`config.mk`:
```
export PLATFORM = sky130hd
export DESIGN_NAME = walsh_hadamard_transform_int
export DESIGN_NICKNAME = d
export VERILOG_FILES = /design/src/rtl/wht_pkg.sv /design/src/rtl/wht_store.sv /design/src/rtl/wht_agu.sv /design/src/rtl/walsh_hadamard_transform_int.sv
export SDC_FILE = /design/constraint.sdc
export NUM_CORES = 2
export LEC_CHECK = 0
export BUFFER_PORTS_ARGS = -buffer_cell sky130_fd_sc_hd__buf_2
export CORE_MARGIN = 5
export CORE_UTILIZATION = 55
export CTS_BUF_LIST = sky130_fd_sc_hd__clkbuf_4
export CTS_CLUSTER_SIZE = 12
export DETAILED_ROUTE_END_ITERATION = 10
export PLACE_DENSITY = 0.8
export SLEW_MARGIN = 10
export SYNTH_ARGS = -nofsm -noshare
export SYNTH_HDL_FRONTEND = slang
export SYNTH_SLANG_ARGS = --single-unit
```
`constraint.sdc`:
```
create_clock -name clk_i -period 9 [get_ports clk_i]
set_clock_uncertainty 0.2 [all_clocks]
set_input_delay 0.9 -clock clk_i [delete_from_list [all_inputs] [get_ports clk_i]]
set_output_delay 0.9 -clock clk_i [all_outputs]
set_load 0.01 [all_outputs]
```
`src/rtl/wht_pkg.sv`:
```
// Shared types and constants for the Walsh-Hadamard transform block.
// No dependencies; imported by the controller and the address generator.
`default_nettype none

package wht_pkg;

  // Configuration register indexes.
  localparam int unsigned CfgIdxW = 2;
  localparam int unsigned CfgDataW = 8;
  localparam logic [CfgIdxW-1:0] CFG_LOG_SIZE   = 2'd0;
  localparam logic [CfgIdxW-1:0] CFG_INPUT_MODE = 2'd1;

  // Reset values of the configuration registers.
  localparam logic [2:0] LOG_SIZE_RESET   = 3'd6;
  localparam logic       INPUT_MODE_RESET = 1'b0;

  // Input modes.
  localparam logic MODE_AS_IS    = 1'b0;
  localparam logic MODE_BOOLEAN  = 1'b1;

  // Sequencer states.
  typedef enum logic [2:0] {
    ST_LOAD,
    ST_BF_RD,
    ST_BF_WLO,
    ST_BF_WHI,
    ST_EMIT
  } wht_state_e;

  // Commands from the sequencer to the butterfly address generator.
  typedef struct packed {
    logic clear;
    logic advance;
  } agu_cmd_t;

endpackage

`default_nettype wire

```
`src/rtl/wht_store.sv`:
```
// Vector store: one write port and two read ports with registered read data.
// Stand-alone; used by the top level for loading, butterflies and readout.
`default_nettype none

module wht_store #(
  parameter int unsigned AW = 6,
  parameter int unsigned DW = 32
) (
  input  wire logic          clk_i,
  input  wire logic          we_i,
  input  wire logic [AW-1:0] waddr_i,
  input  wire logic [DW-1:0] wdata_i,
  input  wire logic [AW-1:0] raddr_a_i,
  input  wire logic [AW-1:0] raddr_b_i,
  output logic      [DW-1:0] rdata_a_o,
  output logic      [DW-1:0] rdata_b_o
);

  logic [DW-1:0] mem [2**AW];

  // Write port.
  always_ff @(posedge clk_i) begin
    if (we_i) begin
      mem[waddr_i] <= wdata_i;
    end
  end

  // Two synchronous read ports.
  always_ff @(posedge clk_i) begin
    rdata_a_o <= mem[raddr_a_i];
    rdata_b_o <= mem[raddr_b_i];
  end

endmodule

`default_nettype wire

```
`src/rtl/wht_agu.sv`:
```
// Butterfly address generator: walks stages h = 1 .. n/2 and the n/2 pairs
// of each stage. Depends on wht_pkg for the command struct.
`default_nettype none

module wht_agu
  import wht_pkg::*;
#(
  parameter int unsigned MAX_LOG_SIZE = 6
) (
  input  wire logic                                   clk_i,
  input  wire logic                                   rst_ni,
  input  wire logic [$clog2(MAX_LOG_SIZE+1)-1:0]      ls_i,
  input  wire agu_cmd_t                               cmd_i,
  output logic      [MAX_LOG_SIZE-1:0]                lo_addr_o,
  output logic      [MAX_LOG_SIZE-1:0]                hi_addr_o,
  output logic                                        done_o
);

  localparam int unsigned AW = MAX_LOG_SIZE;
  localparam int unsigned CW = MAX_LOG_SIZE + 1;
  localparam int unsigned SW = $clog2(MAX_LOG_SIZE + 1);

  logic [SW-1:0] stage_q, stage_d;
  logic [AW-1:0] pair_q, pair_d;
  logic [CW-1:0] half;
  logic [AW-1:0] span;
  logic [AW-1:0] low_mask;
  logic          last_in_stage;

  // Pair index k becomes lo by inserting a zero at bit position stage.
  always_comb begin
    half          = (CW'(1) << ls_i) >> 1;
    span          = AW'(1) << stage_q;
    low_mask      = span - AW'(1);
    lo_addr_o     = ((pair_q & ~low_mask) << 1) | (pair_q & low_mask);
    hi_addr_o     = lo_addr_o | span;
    last_in_stage = ({1'b0, pair_q} == (half - CW'(1)));
    done_o        = last_in_stage && ((stage_q + SW'(1)) == ls_i);
  end

  // Counter update.
  always_comb begin
    stage_d = stage_q;
    pair_d  = pair_q;
    if (cmd_i.clear) begin
      stage_d = '0;
      pair_d  = '0;
    end else if (cmd_i.advance) begin
      if (last_in_stage) begin
        pair_d  = '0;
        stage_d = stage_q + SW'(1);
      end else begin
        pair_d = pair_q + AW'(1);
      end
    end
  end

  always_ff @(posedge clk_i or negedge rst_ni) begin
    if (!rst_ni) begin
      stage_q <= '0;
      pair_q  <= '0;
    end else begin
      stage_q <= stage_d;
      pair_q  <= pair_d;
    end
  end

endmodule

`default_nettype wire

```
`src/rtl/walsh_hadamard_transform_int.sv`:
```
// Top level of the integer fast Walsh-Hadamard transform.
// Depends on wht_pkg, wht_store and wht_agu.
//
// Usage: samples enter on the input channel (in_valid_i / in_stall_o, payload
// sample_i), one word per element in index order, n = 2^log_size per vector.
// Coefficients leave on the output channel (out_valid_o / out_stall_i) in
// natural order with their position and a last flag on the final word.
// Registers log_size (index 0) and input_mode (index 1) are written on the
// cfg channel, which is always ready; write them only while the block idles.
// Steps for a vector of n = 2^L points:
//   load:      one sample per cycle;
//   transform: (n/2) * L butterflies, each a store read and then two writes, as
//              the vector store has a single write port (sum, then difference);
//   readout:   one store read per coefficient, issued only after the read for the
//              previous coefficient is registered into the output word.
// The first coefficient appears once the transform ends and its store read is registered.
// Samples are not taken during transform and readout; a stalled receiver just
// holds the current coefficient and pauses readout. The last coefficient may
// wait in the output register while the next vector loads.
// Reset clears the sequencer and load count; store contents are undefined.
`default_nettype none

module walsh_hadamard_transform_int
  import wht_pkg::*;
#(
  parameter int unsigned MAX_LOG_SIZE = 6,
  parameter int unsigned DATA_WIDTH   = 32
) (
  input  wire logic                    clk_i,
  input  wire logic                    rst_ni,
  // Sample input channel.
  input  wire logic                    in_valid_i,
  output logic                         in_stall_o,
  input  wire logic [DATA_WIDTH-1:0]   sample_i,
  // Coefficient output channel.
  output logic                         out_valid_o,
  input  wire logic                    out_stall_i,
  output logic      [DATA_WIDTH-1:0]   coefficient_o,
  output logic      [MAX_LOG_SIZE-1:0] position_o,
  output logic                         last_o,
  // Configuration write channel.
  input  wire logic                    cfg_valid_i,
  output logic                         cfg_ready_o,
  input  wire logic [CfgIdxW-1:0]      cfg_index_i,
  input  wire logic [CfgDataW-1:0]     cfg_data_i
);

  localparam int unsigned AW = MAX_LOG_SIZE;
  localparam int unsigned CW = MAX_LOG_SIZE + 1;
  localparam int unsigned SW = $clog2(MAX_LOG_SIZE + 1);
  localparam int unsigned DW = DATA_WIDTH;

  wht_state_e state_q, state_d;

  logic [2:0]    log_size_q;
  logic          input_mode_q;
  logic [SW-1:0] ls;
  logic [CW-1:0] vec_len;

  logic [CW-1:0] load_cnt_q, load_cnt_d;
  logic [CW-1:0] load_idx;
  logic [CW-1:0] load_next;
  logic          in_acc;
  logic          load_done;
  logic [DW-1:0] sample_mapped;

  logic          mem_we;
  logic [AW-1:0] mem_waddr;
  logic [DW-1:0] mem_wdata;
  logic [AW-1:0] mem_raddr_a;
  logic [DW-1:0] rdata_a, rdata_b;
  logic [DW-1:0] diff_q;

  agu_cmd_t      agu_cmd;
  logic [AW-1:0] lo_addr, hi_addr;
  logic          agu_done;

  logic [AW-1:0] emit_idx_q;
  logic          pend_q;
  logic          emit_issue;
  logic          emit_last;
  logic          out_acc;

  // Configuration registers.
  assign cfg_ready_o = 1'b1;

  always_ff @(posedge clk_i or negedge rst_ni) begin
    if (!rst_ni) begin
      log_size_q   <= LOG_SIZE_RESET;
      input_mode_q <= INPUT_MODE_RESET;
    end else if (cfg_valid_i && cfg_ready_o) begin
      unique case (cfg_index_i)
        CFG_LOG_SIZE:   log_size_q   <= cfg_data_i[2:0];
        CFG_INPUT_MODE: input_mode_q <= cfg_data_i[0];
        default: ;
      endcase
    end
  end

  // Active length, with log_size clamped to the store depth.
  always_comb begin
    if (int'(log_size_q) > MAX_LOG_SIZE) begin
      ls = SW'(MAX_LOG_SIZE);
    end else begin
      ls = SW'(log_size_q);
    end
    vec_len = CW'(1) << ls;
  end

  // Sample loading; a count left over from a longer length restarts at zero.
  always_comb begin
    in_acc    = in_valid_i && !in_stall_o;
    load_idx  = (load_cnt_q >= vec_len) ? '0 : load_cnt_q;
    load_next = load_idx + CW'(1);
    load_done = (load_next == vec_len);
    if (input_mode_q == MODE_BOOLEAN) begin
      sample_mapped = (sample_i == '0) ? DW'(1) : '1;
    end else begin
      sample_mapped = sample_i;
    end
  end

  always_comb begin
    load_cnt_d = load_cnt_q;
    if (in_acc) begin
      load_cnt_d = load_done ? '0 : load_next;
    end
  end

  // Readout handshake helpers.
  always_comb begin
    out_acc    = out_valid_o && !out_stall_i;
    emit_issue = (state_q == ST_EMIT) && !pend_q && (!out_valid_o || !out_stall_i);
    emit_last  = ({1'b0, emit_idx_q} == (vec_len - CW'(1)));
  end

  // Next state.
  always_comb begin
    state_d = state_q;
    unique case (state_q)
      ST_LOAD: begin
        if (in_acc && load_done) begin
          state_d = (ls == '0) ? ST_EMIT : ST_BF_RD;
        end
      end
      ST_BF_RD:  state_d = ST_BF_WLO;
      ST_BF_WLO: state_d = ST_BF_WHI;
      ST_BF_WHI: state_d = agu_done ? ST_EMIT : ST_BF_RD;
      ST_EMIT: begin
        if (pend_q && emit_last) begin
          state_d = ST_LOAD;
        end
      end
      default: state_d = ST_LOAD;
    endcase
  end

  // Sequencer outputs: store ports and address generator commands.
  always_comb begin
    in_stall_o      = (state_q != ST_LOAD);
    mem_we          = 1'b0;
    mem_waddr       = lo_addr;
    mem_wdata       = rdata_a + rdata_b;
    mem_raddr_a     = lo_addr;
    agu_cmd.clear   = 1'b0;
    agu_cmd.advance = 1'b0;
    unique case (state_q)
      ST_LOAD: begin
        mem_we        = in_acc;
        mem_waddr     = load_idx[AW-1:0];
        mem_wdata     = sample_mapped;
        agu_cmd.clear = in_acc && load_done;
      end
      ST_BF_RD: ;
      ST_BF_WLO: begin
        mem_we = 1'b1;
      end
      ST_BF_WHI: begin
        mem_we          = 1'b1;
        mem_waddr       = hi_addr;
        mem_wdata       = diff_q;
        agu_cmd.advance = 1'b1;
      end
      ST_EMIT: begin
        mem_raddr_a = emit_idx_q;
      end
      default: ;
    endcase
  end

  // Control registers.
  always_ff @(posedge clk_i or negedge rst_ni) begin
    if (!rst_ni) begin
      state_q     <= ST_LOAD;
      load_cnt_q  <= '0;
      emit_idx_q  <= '0;
      pend_q      <= 1'b0;
      out_valid_o <= 1'b0;
    end else begin
      state_q    <= state_d;
      load_cnt_q <= load_cnt_d;
      pend_q     <= emit_issue;
      if (pend_q) begin
        out_valid_o <= 1'b1;
        emit_idx_q  <= emit_last ? '0 : emit_idx_q + AW'(1);
      end else if (out_acc) begin
        out_valid_o <= 1'b0;
      end
    end
  end

  // Payload registers: butterfly difference and the output word.
  always_ff @(posedge clk_i) begin
    if (state_q == ST_BF_WLO) begin
      diff_q <= rdata_a - rdata_b;
    end
    if (pend_q) begin
      coefficient_o <= rdata_a;
      position_o    <= emit_idx_q;
      last_o        <= emit_last;
    end
  end

  wht_store #(
    .AW(AW),
    .DW(DW)
  ) u_store (
    .clk_i     (clk_i),
    .we_i      (mem_we),
    .waddr_i   (mem_waddr),
    .wdata_i   (mem_wdata),
    .raddr_a_i (mem_raddr_a),
    .raddr_b_i (hi_addr),
    .rdata_a_o (rdata_a),
    .rdata_b_o (rdata_b)
  );

  wht_agu #(
    .MAX_LOG_SIZE(MAX_LOG_SIZE)
  ) u_agu (
    .clk_i     (clk_i),
    .rst_ni    (rst_ni),
    .ls_i      (ls),
    .cmd_i     (agu_cmd),
    .lo_addr_o (lo_addr),
    .hi_addr_o (hi_addr),
    .done_o    (agu_done)
  );

endmodule

`default_nettype wire

```
==> results by group <==
Clocking
  • Deepest level of the CTS H-tree: 6
  • TritonCTS clock tree: done
  • Number of clock buffers inserted by TritonCTS: 573
  • Number of buffers on the longest clock path: 4
  • Post-CTS clock slew at the launch and capture registers of the worst setup and hold paths: about 0.08 ns
  • TritonCTS Sinks: around 2200
  • Root buf cell: sky130_fd_sc_hd__clkbuf_4
  • Clock insertion delay at the later pin of the skew report: 1.46 ns

Synthesis
  • Portion of synthesized cell area occupied by the leading cell type: 58.3%
  • Synthesis Warnings: 0
  • Count leader, synth: sky130_fd_sc_hd__edfxtp_1
  • Post-Syn Area per Cell: ~13 sq um
  • Library cell occupying the most area in the post-synthesis netlist: sky130_fd_sc_hd__edfxtp_1
  • Fraction of registers with async set/reset: around 1.4%
  • Count of different cell masters after synthesis: 98
  • Post-synthesis instance area: between 100000 and 150000 sq um
  • Number of standard cells after synthesis: 8145
  • Main flop type after synthesis: sky130_fd_sc_hd__edfxtp_1
  • Total nets after synthesis: just over 8000
  • Sequential area share after synthesis: 60.2%
  • EDFF count, synth: between 2000 and 2500
  • Commonest cells in the synthesized netlist: sky130_fd_sc_hd__edfxtp_1, sky130_fd_sc_hd__nand2_1, sky130_fd_sc_hd__mux4_2, sky130_fd_sc_hd__mux2i_1, sky130_fd_sc_hd__a211oi_1
  • Register bit count reported by yosys: between 2000 and 2500
  • Leading cell types by total area after synthesis: sky130_fd_sc_hd__edfxtp_1, sky130_fd_sc_hd__mux4_2, sky130_fd_sc_hd__nand2_1, sky130_fd_sc_hd__mux2i_1, sky130_fd_sc_hd__a211oi_1

Global route
  • Via count of the first global-routing pass: ~78000
  • Initial antenna violation count: 7
  • Total routing usage reported by global routing: between 30% and 40%
  • Wire length of the first global-routing pass: ~480 mm
  • Largest net degree at the start of global routing: 160
  • Total grt overflow: 0

Layout
  • Layout-stage area growth over the synthesis result: 9.98%
  • Share of final-layout standard cells stronger than drive strength 1: between 20% and 30%
  • Filler Cell Count: about 14000
  • Final #Nets: about 8500

Routing
  • First-pass iteration count of the detailed router: 9
  • Routed wire per std cell: 28.4 um
  • Vias: 77800
  • DRC violations left: 0
  • Drt initial violations: 11500
  • Antenna violation net count after detailed routing: 0
  • Total length of routed wires: 323 mm
  • Per-cell via count in the routed design: roughly 7

Timing
  • Smallest setup slack after layout: 2.06 ns
  • Worst hold slack: between 0.1 and 0.15 ns
  • Relative slew slack: 23.4%
  • RSZ-0062 raised after global routing: false
  • Min Tclk post-route: slightly below 7 ns
  • Final-report setup violation count: 0
  • Total count of hold-check failures in the final report: 0
  • Worst Max-Slew Pin Slew: 1.15 ns
  • Number of pins with negative max-slew slack in the final report: 0
  • Part of the cycle the worst path needs: between 70 and 80%
  • Max Fclk: around 0.14 GHz
  • Sum of negative setup slack: 0 ns

Setup path
  • Data required time of the critical path: between 9 and 10 ns
  • Crit. End Element: flop
  • Arrival time reported for the critical path endpoint: between 7 and 8 ns
  • Category of the worst setup path launch point: flop
  • Peak fanout along the critical path: 21
  • Crit Path Category: reg2reg

Flow run
  • Maxcap violations: 0

Floorplan
  • Die Span X: around 460 um
  • Y dimension of the die: approximately 460 um
  • Number of standard-cell rows in the floorplan: between 150 and 200
  • Core footprint: between 150000 and 200000 sq um
  • Die Outline Area: around 210000 sq um
  • I/O Pins: between 80 and 90
  • Initial core utilization: a little under three fifths

Hold path
  • Hold/Removal Path Class: in2reg

Placed design
  • Global placement routability congestion: 0.921
  • IO buf count: 82
  • Worst slack at placement: approximately 2.3 ns
  • Detailed placement HPWL: about 190 mm

Power and ir drop
  • Share of total power consumed by net switching: a little over two fifths
  • Power Total: roughly 47 mW
  • Worst ir drop on vdd: around 0.00070 V
  • Share of total power in sequential cells: a little under two fifths
  • Part of the total power dissipated in the clock network: 18.5%
  • Cell internal pwr: around 27 mW
  • Net Sw Power: 19.9 mW
  • Total power density per cell area: about 390 nW/um^2
  • Leakage: 40.8 nW
  • Logic pwr share: between 40% and 50%

Outcome
  • Run status: finished clean
-- routing by layer --
metal  GRT usage, %  up-vias  part of all wire, %
met3           7.94     1280                   12
li1               -    32400                    -
met1           37.8    37900                   34
met5              0        -               0.0040
met2           46.8     6270                   46
met4           22.0        2                  8.0
-- metrics by stage --
| step | instance area, sq um | utilization, % | std cells |
|---|---|---|---|
| final | 120000 | 60.8 | 11400 |
| after global routing | 120000 | 60.8 | 11400 |
| after CTS | 120000 | 60.8 | 11400 |
| after detailed placement | 113000 | 57.1 | 10400 |
| after global placement | 113000 | 57.1 | 10400 |
| after floorplan | 109000 | - | 8145 |
-- layout by cell type, fill, tap and decap left out, types with 104 or more instances in the layout --
cell / instances
sky130_fd_sc_hd__o211ai_1: 201
sky130_fd_sc_hd__mux4_2: 512
sky130_fd_sc_hd__clkinv_1: 104
sky130_fd_sc_hd__and2_1: 317
sky130_fd_sc_hd__mux2i_1: 484
sky130_fd_sc_hd__nand3_1: 245
sky130_fd_sc_hd__buf_4: 167
sky130_fd_sc_hd__nor2_1: 105
sky130_fd_sc_hd__a21oi_1: 141
sky130_fd_sc_hd__nand2_1: 1709
sky130_fd_sc_hd__clkbuf_4: 823
sky130_fd_sc_hd__a211oi_1: 361
sky130_fd_sc_hd__a311oi_1: 260
sky130_fd_sc_hd__edfxtp_1: 2119
-- power by group through the flow --
| stage | Clock (mW) | Combinational, mW | Sequential, mW |
|---|---|---|---|
| 2_1_floorplan | 0 | 12.4 | 17.8 |
| 3_3_place_gp | 0 | 19.4 | 17.5 |
| 3_5_place_dp | 0 | 20.1 | 17.5 |
| 4_1_cts | 8.73 | 20.1 | 17.3 |
| 5_1_grt | 9.32 | 21.7 | 17.3 |
| 6_report | 8.66 | 20.8 | 17.3 |
-- cell type report --
type | instances | area [sq um] | area share (%)
Sequential cell | 2214 | 65700 | 54.8
Multi-Input combinational cell | 5187 | 41200 | 34.3
Clock buffer | 823 | 6180 | 5.15
Tap cell | 2640 | 3300 | 2.75
Timing Repair Buffer | 293 | 2400 | 2.00
Clock inverter | 146 | 883 | 0.736
Inverter | 88 | 330 | 0.275
Antenna cell | 7 | 17.5 | 0.0146
-- registers in the layout, summed over array words and instances, names as in the netlist --
register           cells
u_agu.pair_q           6
position_o             6
coefficient_o         32
load_cnt_q             7
pend_q                 1
u_store.rdata_a_o     32
input_mode_q           1
u_agu.stage_q          3
u_store.rdata_b_o     32
out_valid_o            1
emit_idx_q             6
last_o                 1
u_store.mem         2048
log_size_q             3
diff_q                32
state_q                3
-- critical path: stages (launching register included) --
cell and delay [ns]:
sky130_fd_sc_hd__dfstp_2 0.44, sky130_fd_sc_hd__ha_1 0.31, sky130_fd_sc_hd__or2_1 0.31, sky130_fd_sc_hd__nor3_1 0.65, sky130_fd_sc_hd__ha_1 0.37, sky130_fd_sc_hd__nand2b_1 0.15, sky130_fd_sc_hd__a21o_1 0.18, sky130_fd_sc_hd__a21oi_1 0.16
sky130_fd_sc_hd__o21a_1 0.44, sky130_fd_sc_hd__a21oi_1 0.13, sky130_fd_sc_hd__a31oi_1 0.18, sky130_fd_sc_hd__a21boi_0 0.67, sky130_fd_sc_hd__nand2_1 0.88, sky130_fd_sc_hd__nor2_4 1.08, sky130_fd_sc_hd__buf_4 0.44
-- what timing repair did --
item                                   CTS  global route
endpoints found under the hold margin   49             0
buffers inserted                         0             0
hold buffers                            15             0
gates resized for setup                  0             0
-- cells by family after synthesis --
family / synth area share, %
DFF: 60.2
and+or+nand+nor: 10.7
xor gates and xnor gates: 0.666
adders and majority gates: 1.01
muxes: 15.1
buffers and inverters: 3.05
other: 0.00344
AOI/OAI and AO/OA: 9.30
-- worst paths after layout --
check / start / to / slack, ns / depth (start not counted)
setup / recovery: log_size_q[1] / u_store.mem[29][10] / 2.06 / 14
hold / removal: out_stall_i / out_valid_o / 0.13 / 3
setup reg to reg: log_size_q[1] / u_store.mem[29][10] / 2.06 / 14
hold reg to reg: u_store.rdata_a_o[0] / coefficient_o[0] / 0.27 / 0
max in group asynchronous: rst_ni / load_cnt_q[4] / 7.95 / 4
min in group asynchronous: rst_ni / input_mode_q / 0.40 / 4
(Power assumes the default switching activity.)
